`src/sv/ltms_pkg.sv`:
```
package ltms_pkg;

   localparam int CHAR_W     = 8;
   localparam int PAT_BYTES  = 16;
   localparam int PB_W       = $clog2(PAT_BYTES);
   localparam int LEN_W      = 5;
   localparam int JDX_W      = 7;
   localparam int LINE_OUT_W = 20;
   localparam int COL_OUT_W  = 16;
   localparam int CSR_DATA_W = 64;
   localparam int CSR_ADDR_W = 3;
   localparam int REQ_DATA_W = 8;
   localparam int RSP_DATA_W = 48;
   localparam int RSP_PAD_W  = RSP_DATA_W - LINE_OUT_W - COL_OUT_W - LEN_W;

   localparam logic [CSR_ADDR_W-1:0] REG_PAT_LO  = 3'd0;
   localparam logic [CSR_ADDR_W-1:0] REG_PAT_HI  = 3'd1;
   localparam logic [CSR_ADDR_W-1:0] REG_PAT_LEN = 3'd2;
   localparam logic [CSR_ADDR_W-1:0] REG_CASE    = 3'd3;
   localparam logic [CSR_ADDR_W-1:0] REG_WORD    = 3'd4;

   localparam logic CMD_EOL = 1'b1;

   localparam logic [CHAR_W-1:0] CHR_UNDERSCORE = 8'h5F;
   localparam logic [CHAR_W-1:0] CHR_DIGIT_LO   = 8'h30;
   localparam logic [CHAR_W-1:0] CHR_DIGIT_HI   = 8'h39;
   localparam logic [CHAR_W-1:0] CHR_UPPER_LO   = 8'h41;
   localparam logic [CHAR_W-1:0] CHR_UPPER_HI   = 8'h5A;
   localparam logic [CHAR_W-1:0] CHR_LOWER_LO   = 8'h61;
   localparam logic [CHAR_W-1:0] CHR_LOWER_HI   = 8'h7A;
   localparam logic [CHAR_W-1:0] CASE_OFFSET    = 8'h20;

   typedef struct packed {
      logic [PAT_BYTES-1:0][CHAR_W-1:0] pat;
      logic [LEN_W-1:0]                 len;
      logic                             fold_en;
   } cfg_type;

   typedef struct packed {
      logic [LEN_W-1:0]      len;
      logic [COL_OUT_W-1:0]  column;
      logic [LINE_OUT_W-1:0] line;
   } rsp_type;

   function automatic logic is_word(input logic [CHAR_W-1:0] c);
      return (c >= CHR_DIGIT_LO && c <= CHR_DIGIT_HI) ||
             (c >= CHR_UPPER_LO && c <= CHR_UPPER_HI) ||
             (c >= CHR_LOWER_LO && c <= CHR_LOWER_HI) ||
             (c == CHR_UNDERSCORE);
   endfunction

   function automatic logic [CHAR_W-1:0] fold(input logic [CHAR_W-1:0] c,
                                              input logic fold_en);
      if (fold_en && c >= CHR_UPPER_LO && c <= CHR_UPPER_HI) begin
         return c + CASE_OFFSET;
      end
      return c;
   endfunction

endpackage

```
`src/sv/ltms_cell.sv`:
```
module ltms_cell #(
   parameter int IDX = 0
) (
   input  logic                        clock,
   input  logic                        shift_en,
   input  logic [ltms_pkg::CHAR_W-1:0] prev_byte,
   input  ltms_pkg::cfg_type           cfg,
   output logic [ltms_pkg::CHAR_W-1:0] cell_byte,
   output logic                        cmp_ok,
   output logic                        prev_word
);

   localparam int JW = ltms_pkg::JDX_W;
   localparam int PW = ltms_pkg::PB_W;

   logic [ltms_pkg::CHAR_W-1:0] byte_ff;
   logic [ltms_pkg::CHAR_W-1:0] byte_in;
   logic [JW-1:0]               len_w;
   logic [JW-1:0]               jdx;
   logic [ltms_pkg::CHAR_W-1:0] pat_byte;

   assign byte_in = shift_en ? prev_byte : byte_ff;

   always_ff @(posedge clock) begin
      byte_ff <= byte_in;
   end

   // this cell lines up with pattern byte len-1-IDX once the new byte is in
   always_comb begin
      len_w    = JW'(cfg.len);
      jdx      = len_w - JW'(IDX) - JW'(1);
      pat_byte = '0;
      if (jdx < JW'(ltms_pkg::PAT_BYTES)) begin
         pat_byte = cfg.pat[jdx[PW-1:0]];
      end
      cmp_ok = (len_w <= JW'(IDX)) ||
               (ltms_pkg::fold(prev_byte, cfg.fold_en) ==
                ltms_pkg::fold(pat_byte, cfg.fold_en));
   end

   assign prev_word = ltms_pkg::is_word(prev_byte);
   assign cell_byte = byte_ff;

endmodule

```
`src/sv/literal_text_match_scanner_top.sv`:
```
// Latency: a match is decided on the request after its last byte (or the end of line),
// and appears on rsp_* in the cycle after that request is taken if no older result waits.
// Throughput: one request per cycle; a two-entry result queue lets requests flow while
// a result waits, and req_tready drops only when both entries are held.
// Reset (synchronous): counters, pending match and queue clear, registers take their
// reset values; the byte window needs no clearing, so requests are taken at once.
module literal_text_match_scanner_top #(
   parameter int MAX_PATTERN = 16,
   parameter int COLUMN_BITS = 16,
   parameter int LINE_BITS   = 20
) (
   input  logic                              clock,
   input  logic                              reset,
   input  logic                              req_tvalid,
   output logic                              req_tready,
   input  logic [ltms_pkg::REQ_DATA_W-1:0]   req_tdata,  // [7:0] char_byte
   input  logic                              req_tuser,  // [0] cmd
   output logic                              rsp_tvalid,
   input  logic                              rsp_tready,
   output logic [ltms_pkg::RSP_DATA_W-1:0]   rsp_tdata,  // match_line, match_column, match_length
   input  logic                              csr_we,
   input  logic [ltms_pkg::CSR_ADDR_W-1:0]   csr_addr,
   input  logic [ltms_pkg::CSR_DATA_W-1:0]   csr_wdata
);

   localparam int DEPTH = MAX_PATTERN + 1;
   localparam int CW    = COLUMN_BITS;
   localparam logic [CW-1:0]        COL_MAX  = '1;
   localparam logic [LINE_BITS-1:0] LINE_MAX = '1;

   typedef enum logic [1:0] {OCC_EMPTY, OCC_ONE, OCC_TWO} occ_type;

   logic [ltms_pkg::CSR_DATA_W-1:0] pat_lo_ff;
   logic [ltms_pkg::CSR_DATA_W-1:0] pat_hi_ff;
   logic [ltms_pkg::LEN_W-1:0]      len_ff;
   logic                            case_ff;
   logic                            word_ff;

   logic [CW-1:0]        col_ff;
   logic [CW-1:0]        resume_ff;
   logic [CW-1:0]        pend_col_ff;
   logic                 pend_ff;
   logic [LINE_BITS-1:0] line_ff;

   occ_type              occ_ff;
   ltms_pkg::rsp_type    head_ff;
   ltms_pkg::rsp_type    tail_ff;

   ltms_pkg::cfg_type    cfg;
   ltms_pkg::rsp_type    rsp_new;
   logic [DEPTH-1:0][ltms_pkg::CHAR_W-1:0] chain_in;
   logic [DEPTH-1:0][ltms_pkg::CHAR_W-1:0] cell_q;
   logic [DEPTH-1:0]     cmp_vec;
   logic [DEPTH-1:0]     word_vec;

   logic                 req_acc;
   logic                 eol;
   logic                 shift_en;
   logic                 push;
   logic                 pop;
   logic                 hit;
   logic                 cand;
   logic                 right_ok;
   logic                 len_ok;
   logic                 left_same;
   logic                 csr_hit;
   logic [CW:0]          col_p1;
   logic [CW:0]          len_ext;
   logic [CW:0]          start_ext;
   logic [CW:0]          resume_sum;
   logic [CW-1:0]        start;
   logic [CW-1:0]        resume_now;

   assign cfg.pat     = {pat_hi_ff, pat_lo_ff};
   assign cfg.len     = len_ff;
   assign cfg.fold_en = !case_ff;

   assign req_tready = (occ_ff != OCC_TWO);
   assign req_acc    = req_tvalid && req_tready;
   assign eol        = (req_tuser == ltms_pkg::CMD_EOL);
   assign shift_en   = req_acc && !eol;

   for (genvar k = 0; k < DEPTH; k++) begin : g_cell
      if (k == 0) begin : g_head
         assign chain_in[k] = req_tdata[ltms_pkg::CHAR_W-1:0];
      end else begin : g_link
         assign chain_in[k] = cell_q[k-1];
      end
      ltms_cell #(.IDX(k)) u_cell (
         .clock     (clock),
         .shift_en  (shift_en),
         .prev_byte (chain_in[k]),
         .cfg       (cfg),
         .cell_byte (cell_q[k]),
         .cmp_ok    (cmp_vec[k]),
         .prev_word (word_vec[k])
      );
   end

   always_comb begin
      len_ok    = (len_ff != '0) && (int'(len_ff) <= MAX_PATTERN);
      len_ext   = (CW+1)'(len_ff);
      col_p1    = {1'b0, col_ff} + (CW+1)'(1);
      right_ok  = !word_ff || (ltms_pkg::is_word(cell_q[0]) != word_vec[0]);
      hit       = pend_ff && (eol || right_ok);

      resume_sum = {1'b0, pend_col_ff} + len_ext;
      resume_now = resume_ff;
      if (hit) begin
         resume_now = resume_sum[CW] ? COL_MAX : resume_sum[CW-1:0];
      end

      start_ext = col_p1 - len_ext;
      start     = start_ext[CW-1:0];

      left_same = 1'b0;
      for (int k = 1; k < DEPTH; k++) begin
         if (int'(len_ff) == k) begin
            left_same = (word_vec[k] == word_vec[k-1]);
         end
      end

      cand = len_ok && (col_ff != COL_MAX) && (col_p1 >= len_ext) &&
             (start >= resume_now) && (&cmp_vec) &&
             !(word_ff && (start != '0) && left_same);

      rsp_new.line   = ltms_pkg::LINE_OUT_W'(line_ff);
      rsp_new.column = ltms_pkg::COL_OUT_W'(pend_col_ff);
      rsp_new.len    = len_ff;
   end

   assign csr_hit = csr_we && (csr_addr == ltms_pkg::REG_PAT_LO ||
                               csr_addr == ltms_pkg::REG_PAT_HI ||
                               csr_addr == ltms_pkg::REG_PAT_LEN ||
                               csr_addr == ltms_pkg::REG_CASE ||
                               csr_addr == ltms_pkg::REG_WORD);

   always_ff @(posedge clock) begin
      if (reset) begin
         pat_lo_ff <= '0;
         pat_hi_ff <= '0;
         len_ff    <= '0;
         case_ff   <= 1'b1;
         word_ff   <= 1'b0;
      end else if (csr_we) begin
         unique case (csr_addr)
            ltms_pkg::REG_PAT_LO:  pat_lo_ff <= csr_wdata;
            ltms_pkg::REG_PAT_HI:  pat_hi_ff <= csr_wdata;
            ltms_pkg::REG_PAT_LEN: len_ff    <= csr_wdata[ltms_pkg::LEN_W-1:0];
            ltms_pkg::REG_CASE:    case_ff   <= csr_wdata[0];
            ltms_pkg::REG_WORD:    word_ff   <= csr_wdata[0];
            default: ;
         endcase
      end
   end

   always_ff @(posedge clock) begin
      if (reset) begin
         col_ff    <= '0;
         resume_ff <= '0;
         pend_ff   <= 1'b0;
         line_ff   <= '0;
      end else if (req_acc) begin
         if (eol) begin
            pend_ff   <= 1'b0;
            col_ff    <= '0;
            resume_ff <= '0;
            if (line_ff != LINE_MAX) begin
               line_ff <= line_ff + 1'b1;
            end
         end else begin
            pend_ff   <= cand;
            resume_ff <= resume_now;
            if (col_ff != COL_MAX) begin
               col_ff <= col_ff + 1'b1;
            end
         end
      end else if (csr_hit) begin
         pend_ff <= 1'b0;
      end
   end

   always_ff @(posedge clock) begin
      if (req_acc && !eol && cand) begin
         pend_col_ff <= start;
      end
   end

   assign push = req_acc && hit;
   assign pop  = rsp_tvalid && rsp_tready;

   always_ff @(posedge clock) begin
      if (reset) begin
         occ_ff <= OCC_EMPTY;
      end else begin
         unique case (occ_ff)
            OCC_EMPTY: begin
               if (push) begin
                  head_ff <= rsp_new;
                  occ_ff  <= OCC_ONE;
               end
            end
            OCC_ONE: begin
               priority if (push && pop) begin
                  head_ff <= rsp_new;
               end else if (push) begin
                  tail_ff <= rsp_new;
                  occ_ff  <= OCC_TWO;
               end else if (pop) begin
                  occ_ff  <= OCC_EMPTY;
               end else begin
                  occ_ff  <= OCC_ONE;
               end
            end
            OCC_TWO: begin
               if (pop) begin
                  head_ff <= tail_ff;
                  occ_ff  <= OCC_ONE;
               end
            end
            default: occ_ff <= OCC_EMPTY;
         endcase
      end
   end

   assign rsp_tvalid = (occ_ff != OCC_EMPTY);
   assign rsp_tdata  = {{ltms_pkg::RSP_PAD_W{1'b0}}, head_ff};

endmodule

```
`config.mk`:
```
export PLATFORM = sky130hd
export DESIGN_NAME = literal_text_match_scanner_top
export DESIGN_NICKNAME = d
export VERILOG_FILES = /design/src/sv/ltms_pkg.sv /design/src/sv/ltms_cell.sv /design/src/sv/literal_text_match_scanner_top.sv
export SDC_FILE = /design/constraint.sdc
export NUM_CORES = 1
export LEC_CHECK = 0
export BUFFER_PORTS_ARGS = -buffer_cell sky130_fd_sc_hd__buf_4
export CORE_MARGIN = 2
export CORE_UTILIZATION = 45
export CTS_CLUSTER_DIAMETER = 200
export DETAILED_ROUTE_END_ITERATION = 6
export GPL_ROUTABILITY_DRIVEN = 0
export REMOVE_ABC_BUFFERS = 1
export SKIP_LAST_GASP = 1
export SYNTH_ARGS = -nofsm -noshare
export SYNTH_HDL_FRONTEND = slang
export SYNTH_SLANG_ARGS = --single-unit
```
`constraint.sdc`:
```
create_clock -name clock -period 9.7 [get_ports clock]
set_input_delay 0.97 -clock clock [delete_from_list [all_inputs] [get_ports clock]]
set_output_delay 0.97 -clock clock [all_outputs]
set_load 0.005 [all_outputs]
```
==> impl_metrics.py, run 1 <==
metrics = {
    "outcome": {
        "outcome": "completed",
    },
    "sta": {
        "finalHoldViolCount": 0,
        "slew_violations": 0,
        "setup_ws_ns": 1.93,
        "rsz0062_at_grt": "no",
        "fin_tns_setup_ns": 0,
        "fmax_mhz": 129,
        "relSlewSlack": 0.0954,
        "clock_skew_ns": 0.0528,
        "worst_slew_pin_slew_ns": 1.34,
        "period_needed_ns": 7.77,
        "setup_violations": 0,
        "fin_crit_sh": 0.801,
        "holdWs_ns": 0.465,
    },
    "global_routing": {
        "grt_overflow": 0,
        "grt_pass1_wl_um": 174000,
        "grt_pass1_vias": 27400,
        "antenna_found_initial": 4,
        "grtUsageTotal": 0.294,
        "grt_start_max_net_pins": 136,
    },
    "place": {
        "hpwl_um": 88400,
        "dpl_cell_area_um2": 35300,
        "io_buffers": 123,
        "post-place-ws_ns": 1.46,
        "placedCellCount": 4727,
    },
    "synthesis": {
        "synth.distinct_cells": 99,
        "ys_warn_count": 0,
        "ys_async_sr_fraction": 0,
        "syn_avg_cell_area_um2": 8.86,
        "synth_edf_count": 226,
        "ys_ff_latch": 416,
        "seq_area_frac_synth": 0.313,
        "dominantRegCellSynth": "edfxtp_1",
        "syn_area_um2": 33900,
        "synthCells": 3821,
    },
    "pwr": {
        "p_leak_nw": 13.0,
        "cellInternalPower_mw": 3.29,
        "clkPwrFrac": 0.441,
        "peakVddDrop_v": 0.000121,
        "p_total_mw": 4.55,
        "switchingPower_mw": 1.27,
        "combPwrFrac": 0.130,
        "p_seq_frac": 0.429,
        "cellPowerDensity_nw_per_um2": 123,
        "switching_share": 0.278,
    },
    "cells_and_area": {
        "area_delta_synth_final_pct": 9.67,
        "drive_gt1_frac": 0.144,
        "fin_area_um2": 37100,
        "finish.utilization": 0.499,
        "multi_input_area_um2": 21700,
        "seqCellArea_um2": 10600,
        "nNetsFinal": 4018,
        "fill_cells": 7046,
        "fin_cells": 4822,
    },
    "routing": {
        "dr.pass1.iters": 6,
        "viasPerCell": 6.30,
        "dr.first_iter.drc_count": 3253,
        "vias": 30400,
        "wire_per_inst_um": 24.2,
        "ant_nets": 0,
        "drc": 0,
        "routed_wl_um": 117000,
    },
    "cts": {
        "path_clk_slew_ns": 0.06,
        "cts_hold_buf": 0,
        "htreeDepth": 2,
        "post_cts_buffers": 0,
        "cts_tree": "done",
        "cts_sinks": 416,
        "cts_resized": 0,
        "cts_made_buffers": 50,
        "ctsLongestPathBuffers": 3,
        "clkLatencyLatePin_ns": 0.65,
        "cts_root_buf": "clkbuf_16",
    },
    "setup_path": {
        "cp_slowest_stage_delay_ns": 0.81,
        "cp.arrival_ns": 8.03,
        "start_kind": "register",
        "setup.worst_path.end_class": "register",
        "r2r_start": "g_cell[0].u_cell.cell_byte[5]",
        "path_cells": "inv_1 -> ha_1 -> nor4bb_1 -> a32o_1 -> nand2_1 -> o211ai_1 -> xor2_1 -> o31a_1 -> o21ai_1 -> o22a_1 -> ha_1 -> nand2b_1 -> a21o_1 -> a21o_1 -> a21oi_1 -> o21ai_0 -> a31oi_1 -> a31oi_1 -> nor4b_1 -> nand4_1 -> a2111o_1 -> nor4_1 -> nand3_1 -> inv_1",
        "worstPathRequired_ns": 9.96,
        "crit_start": "g_cell[0].u_cell.cell_byte[5]",
        "cpMaxStageDelayCell": "xor2_1",
        "critical_path_class": "reg -> reg",
        "worstPathMaxFanout": 19,
    },
    "floorplanning": {
        "die_h_um": 278,
        "start_util": 0.455,
        "placementRows": 100,
        "pin_count": 131,
        "core_um2": 74400,
        "die_w_um": 278,
        "dieArea_um2": 77400,
    },
    "min_path": {
        "hold_start": "word_ff",
        "hold_class": "reg -> reg",
    },
    "run": {
        "maxCapViolations": 0,
    },
}
[final timing paths]
check | end | slack (ns) | cells past startpoint
max | pend_col_ff[11] | 1.93 | 24
min | word_ff | 0.46 | 2
max reg2reg | pend_col_ff[11] | 1.93 | 24
min reg2reg | word_ff | 0.46 | 2
[worst max-delay path: cells and delay by family, from the launching register on]
family	cells	cell delay, ns
fa+ha+maj	2	0.42
simple gates	7	1.43
buf+inv	2	0.74
xor+xnor	1	0.81
compound gates	12	3.53
flops	1	0.50
[cells in the mapped netlist (all sizes together), types with 33 or more instances]
cell type	n	share of area
a21oi	322	0.048
clkbuf	156	0.017
mux2i	158	0.047
o21ai	138	0.020
nand4	47	0.0087
nand2b	49	0.0091
a211oi	33	0.0073
xor2	77	0.020
mux4	135	0.090
edfxtp	226	0.20
nand3	105	0.016
mux2	89	0.030
a31oi	41	0.0076
dfxtp	190	0.11
inv	133	0.015
xnor2	134	0.036
nor2b	37	0.0068
nand2	611	0.068
nor3	78	0.012
nor2	277	0.031
buf	87	0.018
ha	125	0.046
[flip-flops by register name, indices dropped and copies added, names as in the netlist, 16 cells and up]
signal / cells
pat_lo_ff: 64
col_ff: 16
g_cell.u_cell.cell_byte: 128
pend_col_ff: 16
resume_ff: 16
pat_hi_ff: 64
line_ff: 20
rsp_tdata: 41
tail_ff: 41
[cells by family (layout without fill, tap and decap cells)]
group	after synthesis	in the layout	share of synthesized area
and+or+nand+nor	1415	1415	0.195
buffers and inverters	379	404	0.0499
DFF	416	416	0.313
other	1	8	0.000111
adders and majority gates	127	127	0.0474
AOI/OAI and AO/OA	885	885	0.169
xor gates and xnor gates	216	216	0.0591
muxes	382	382	0.166
[layout make-up]
cell class	count	area share
Antenna cell	1	0.0000674
Clock buffer	64	0.0390
Inverter	136	0.0138
Tap cell	969	0.0327
Timing Repair Buffer	174	0.0356
Clock inverter	30	0.00910
Multi-Input combinational cell	3032	0.584
Sequential cell	416	0.285
[power groups by stage]
stage	Clock, mW	Combinational [mW]	Sequential [mW]
6_report	2.01	0.594	1.95
5_1_grt	2.11	0.634	1.96
4_1_cts	2.04	0.581	1.95
3_5_place_dp	0	0.578	1.99
3_3_place_gp	0	0.577	1.99
2_1_floorplan	0	0.375	1.97
[routing by layer]
metal  global-route usage  part of all wire
met3               0.0622             0.088
met5                    0           0.00027
met1                0.378              0.40
met2                0.456              0.44
met4                0.175             0.069
[layout by cell type (no fill, tap or decap), types with 88 or more instances in the layout]
cell	n
dfxtp_1	187
buf_4	172
inv_1	130
mux2_2	88
nor2_1	274
mux4_2	135
a21oi_1	321
xnor2_1	125
mux2i_1	157
edfxtp_1	226
ha_1	124
nand2_1	610
o21ai_0	135
nand3_1	105
Power figures use the tool's default switching activity.
==> run 2: changes to the inputs <==
- clock period: 9.7 -> 7.75 ns (I/O delays scaled with it)
==> run 2 against run 1 <==
Net effect: register-to-register slack worse by 0.87 ns; combinational power up 27%; sequential power up 26%; hold slack worse by 0.12 ns; worst setup slack worse by 0.87 ns; wire length up 0.30%; clock power up 23%; first-iteration DRC count down 5.5%; cell area up 0.25%; via count up 0.52%; critical path type unchanged; critical endpoint is now pend_col_ff[8].
==> impl_metrics.py, run 2 (synthesis results as in run 1) <==
metrics = {
    "cells_and_area": {
        "drive_gt1_frac": 0.146,
        "largest_reg_flops": 128,
        "final_common_cell": "nand2_1",
        "nNetsFinal": 4032,
        "mostFrequentLayoutCells": "nand2_1 (610), a21oi_1 (321), nor2_1 (274)",
        "area_delta_synth_final_pct": 9.95,
    },
    "place": {
        "io_buffers": 123,
        "post-place-ws_ns": 0.773,
        "hpwl_um": 89200,
    },
    "sta": {
        "worst_slew_pin_slew_ns": 1.31,
        "fin_crit_sh": 0.863,
        "period_needed_ns": 6.69,
        "rsz0062_at_grt": "no",
        "setup_violations": 0,
        "fmax_mhz": 150,
        "finalHoldViolCount": 0,
        "relSlewSlack": 0.113,
        "setup_ws_ns": 1.06,
        "clock_skew_ns": 0.0326,
        "slew_violations": 0,
    },
    "routing": {
        "ant_nets": 0,
        "dr.first_iter.drc_count": 3074,
        "dr.pass1.iters": 7,
        "routed_wl_um": 117000,
        "wire_per_inst_um": 24.2,
        "drc": 0,
        "viasPerCell": 6.32,
        "vias": 30500,
    },
    "floorplanning": {
        "start_util": 0.455,
        "dieArea_um2": 77400,
        "die_h_um": 278,
        "pin_count": 131,
        "placementRows": 100,
        "die_w_um": 278,
        "core_um2": 74400,
    },
    "pwr": {
        "peakVddDrop_v": 0.000164,
        "p_leak_nw": 13.1,
        "cellPowerDensity_nw_per_um2": 152,
        "p_total_mw": 5.67,
    },
    "cts": {
        "htreeDepth": 2,
        "clkLatencyLatePin_ns": 0.63,
        "path_clk_slew_ns": 0.06,
        "post_cts_buffers": 0,
        "cts_made_buffers": 47,
        "cts_root_buf": "clkbuf_16",
        "ctsLongestPathBuffers": 3,
        "cts_sinks": 416,
        "cts_hold_buf": 0,
        "cts_resized": 0,
        "cts_tree": "done",
    },
    "global_routing": {
        "grt_pass1_vias": 27500,
        "grt_pass1_wl_um": 176000,
        "grt_start_max_net_pins": 153,
        "antenna_found_initial": 0,
        "grtUsageTotal": 0.296,
        "grt_overflow": 0,
    },
    "setup_path": {
        "critPathBufInv": 5,
        "cp.arrival_ns": 7.01,
        "worstPathRequired_ns": 8.07,
        "cp_slowest_stage_delay_ns": 0.78,
        "critical_path_class": "reg -> reg",
        "cpMaxStageDelayCell": "o31ai_1",
        "setup.worst_path.end_class": "register",
        "crit_family": "buffers and inverters",
        "critPathMostFrequentCell": "buf_4",
        "worstPathMaxFanout": 53,
        "path_cells": "inv_2 -> buf_4 -> ha_1 -> xor2_2 -> buf_4 -> mux2_2 -> mux2i_1 -> nor2b_1 -> ha_1 -> xor2_1 -> nor4bb_1 -> a41oi_1 -> o21ai_0 -> mux2i_1 -> o31ai_1 -> o2111ai_1 -> nor4_1 -> nand3_1 -> inv_1 -> buf_4",
        "start_kind": "register",
    },
    "run": {
        "maxCapViolations": 0,
    },
    "min_path": {
        "hold_class": "in -> reg",
    },
    "outcome": {
        "outcome": "completed",
    },
}
[run 2: final timing paths]
check             cells past startpoint  slack, ns             end       start
setup / recovery                     20       1.06  pend_col_ff[8]   len_ff[0]
hold / removal                        2       0.34       occ_ff[1]  rsp_tready
setup reg to reg                     20       1.06  pend_col_ff[8]   len_ff[0]
hold reg to reg                       2       0.46         word_ff     word_ff
[run 2: layout make-up]
class                      count  area, um^2
antenna                        1        2.50
sequential                   416       10600
tap                          969        1210
inverter                     136         513
clock inverter                23         312
timing repair buffer         191        1460
clock buffer                  65        1420
fill                        7014       37200
multi-input combinational   3032       21700
[run 2: metal layers]
metal  vias up  GRT usage  part of all wire
li1      14100          -                 -
met1     14700      0.387              0.40
met2      1404      0.457              0.44
met3       330     0.0551             0.086
met4         0      0.174             0.069
met5         -          0                 0
[run 2: power breakdown]
part           internal (mW)  switching [mW]
combinational          0.286           0.468
sequential              2.36          0.0840
clock                   1.47            1.00
[run 2: per-stage QoR]
step	std cells	cell area [um^2]	hold WS, ns	setup TNS [ns]	utilization
floorplan	3584	32700	0.430	-124.11	-
global placement	4744	35500	0.445	0	0.477
detailed placement	4744	35500	0.447	0	0.477
CTS	4832	37200	0.326	0	0.500
global route	4832	37200	0.336	0	0.500
finish	4833	37200	0.342	0	0.500
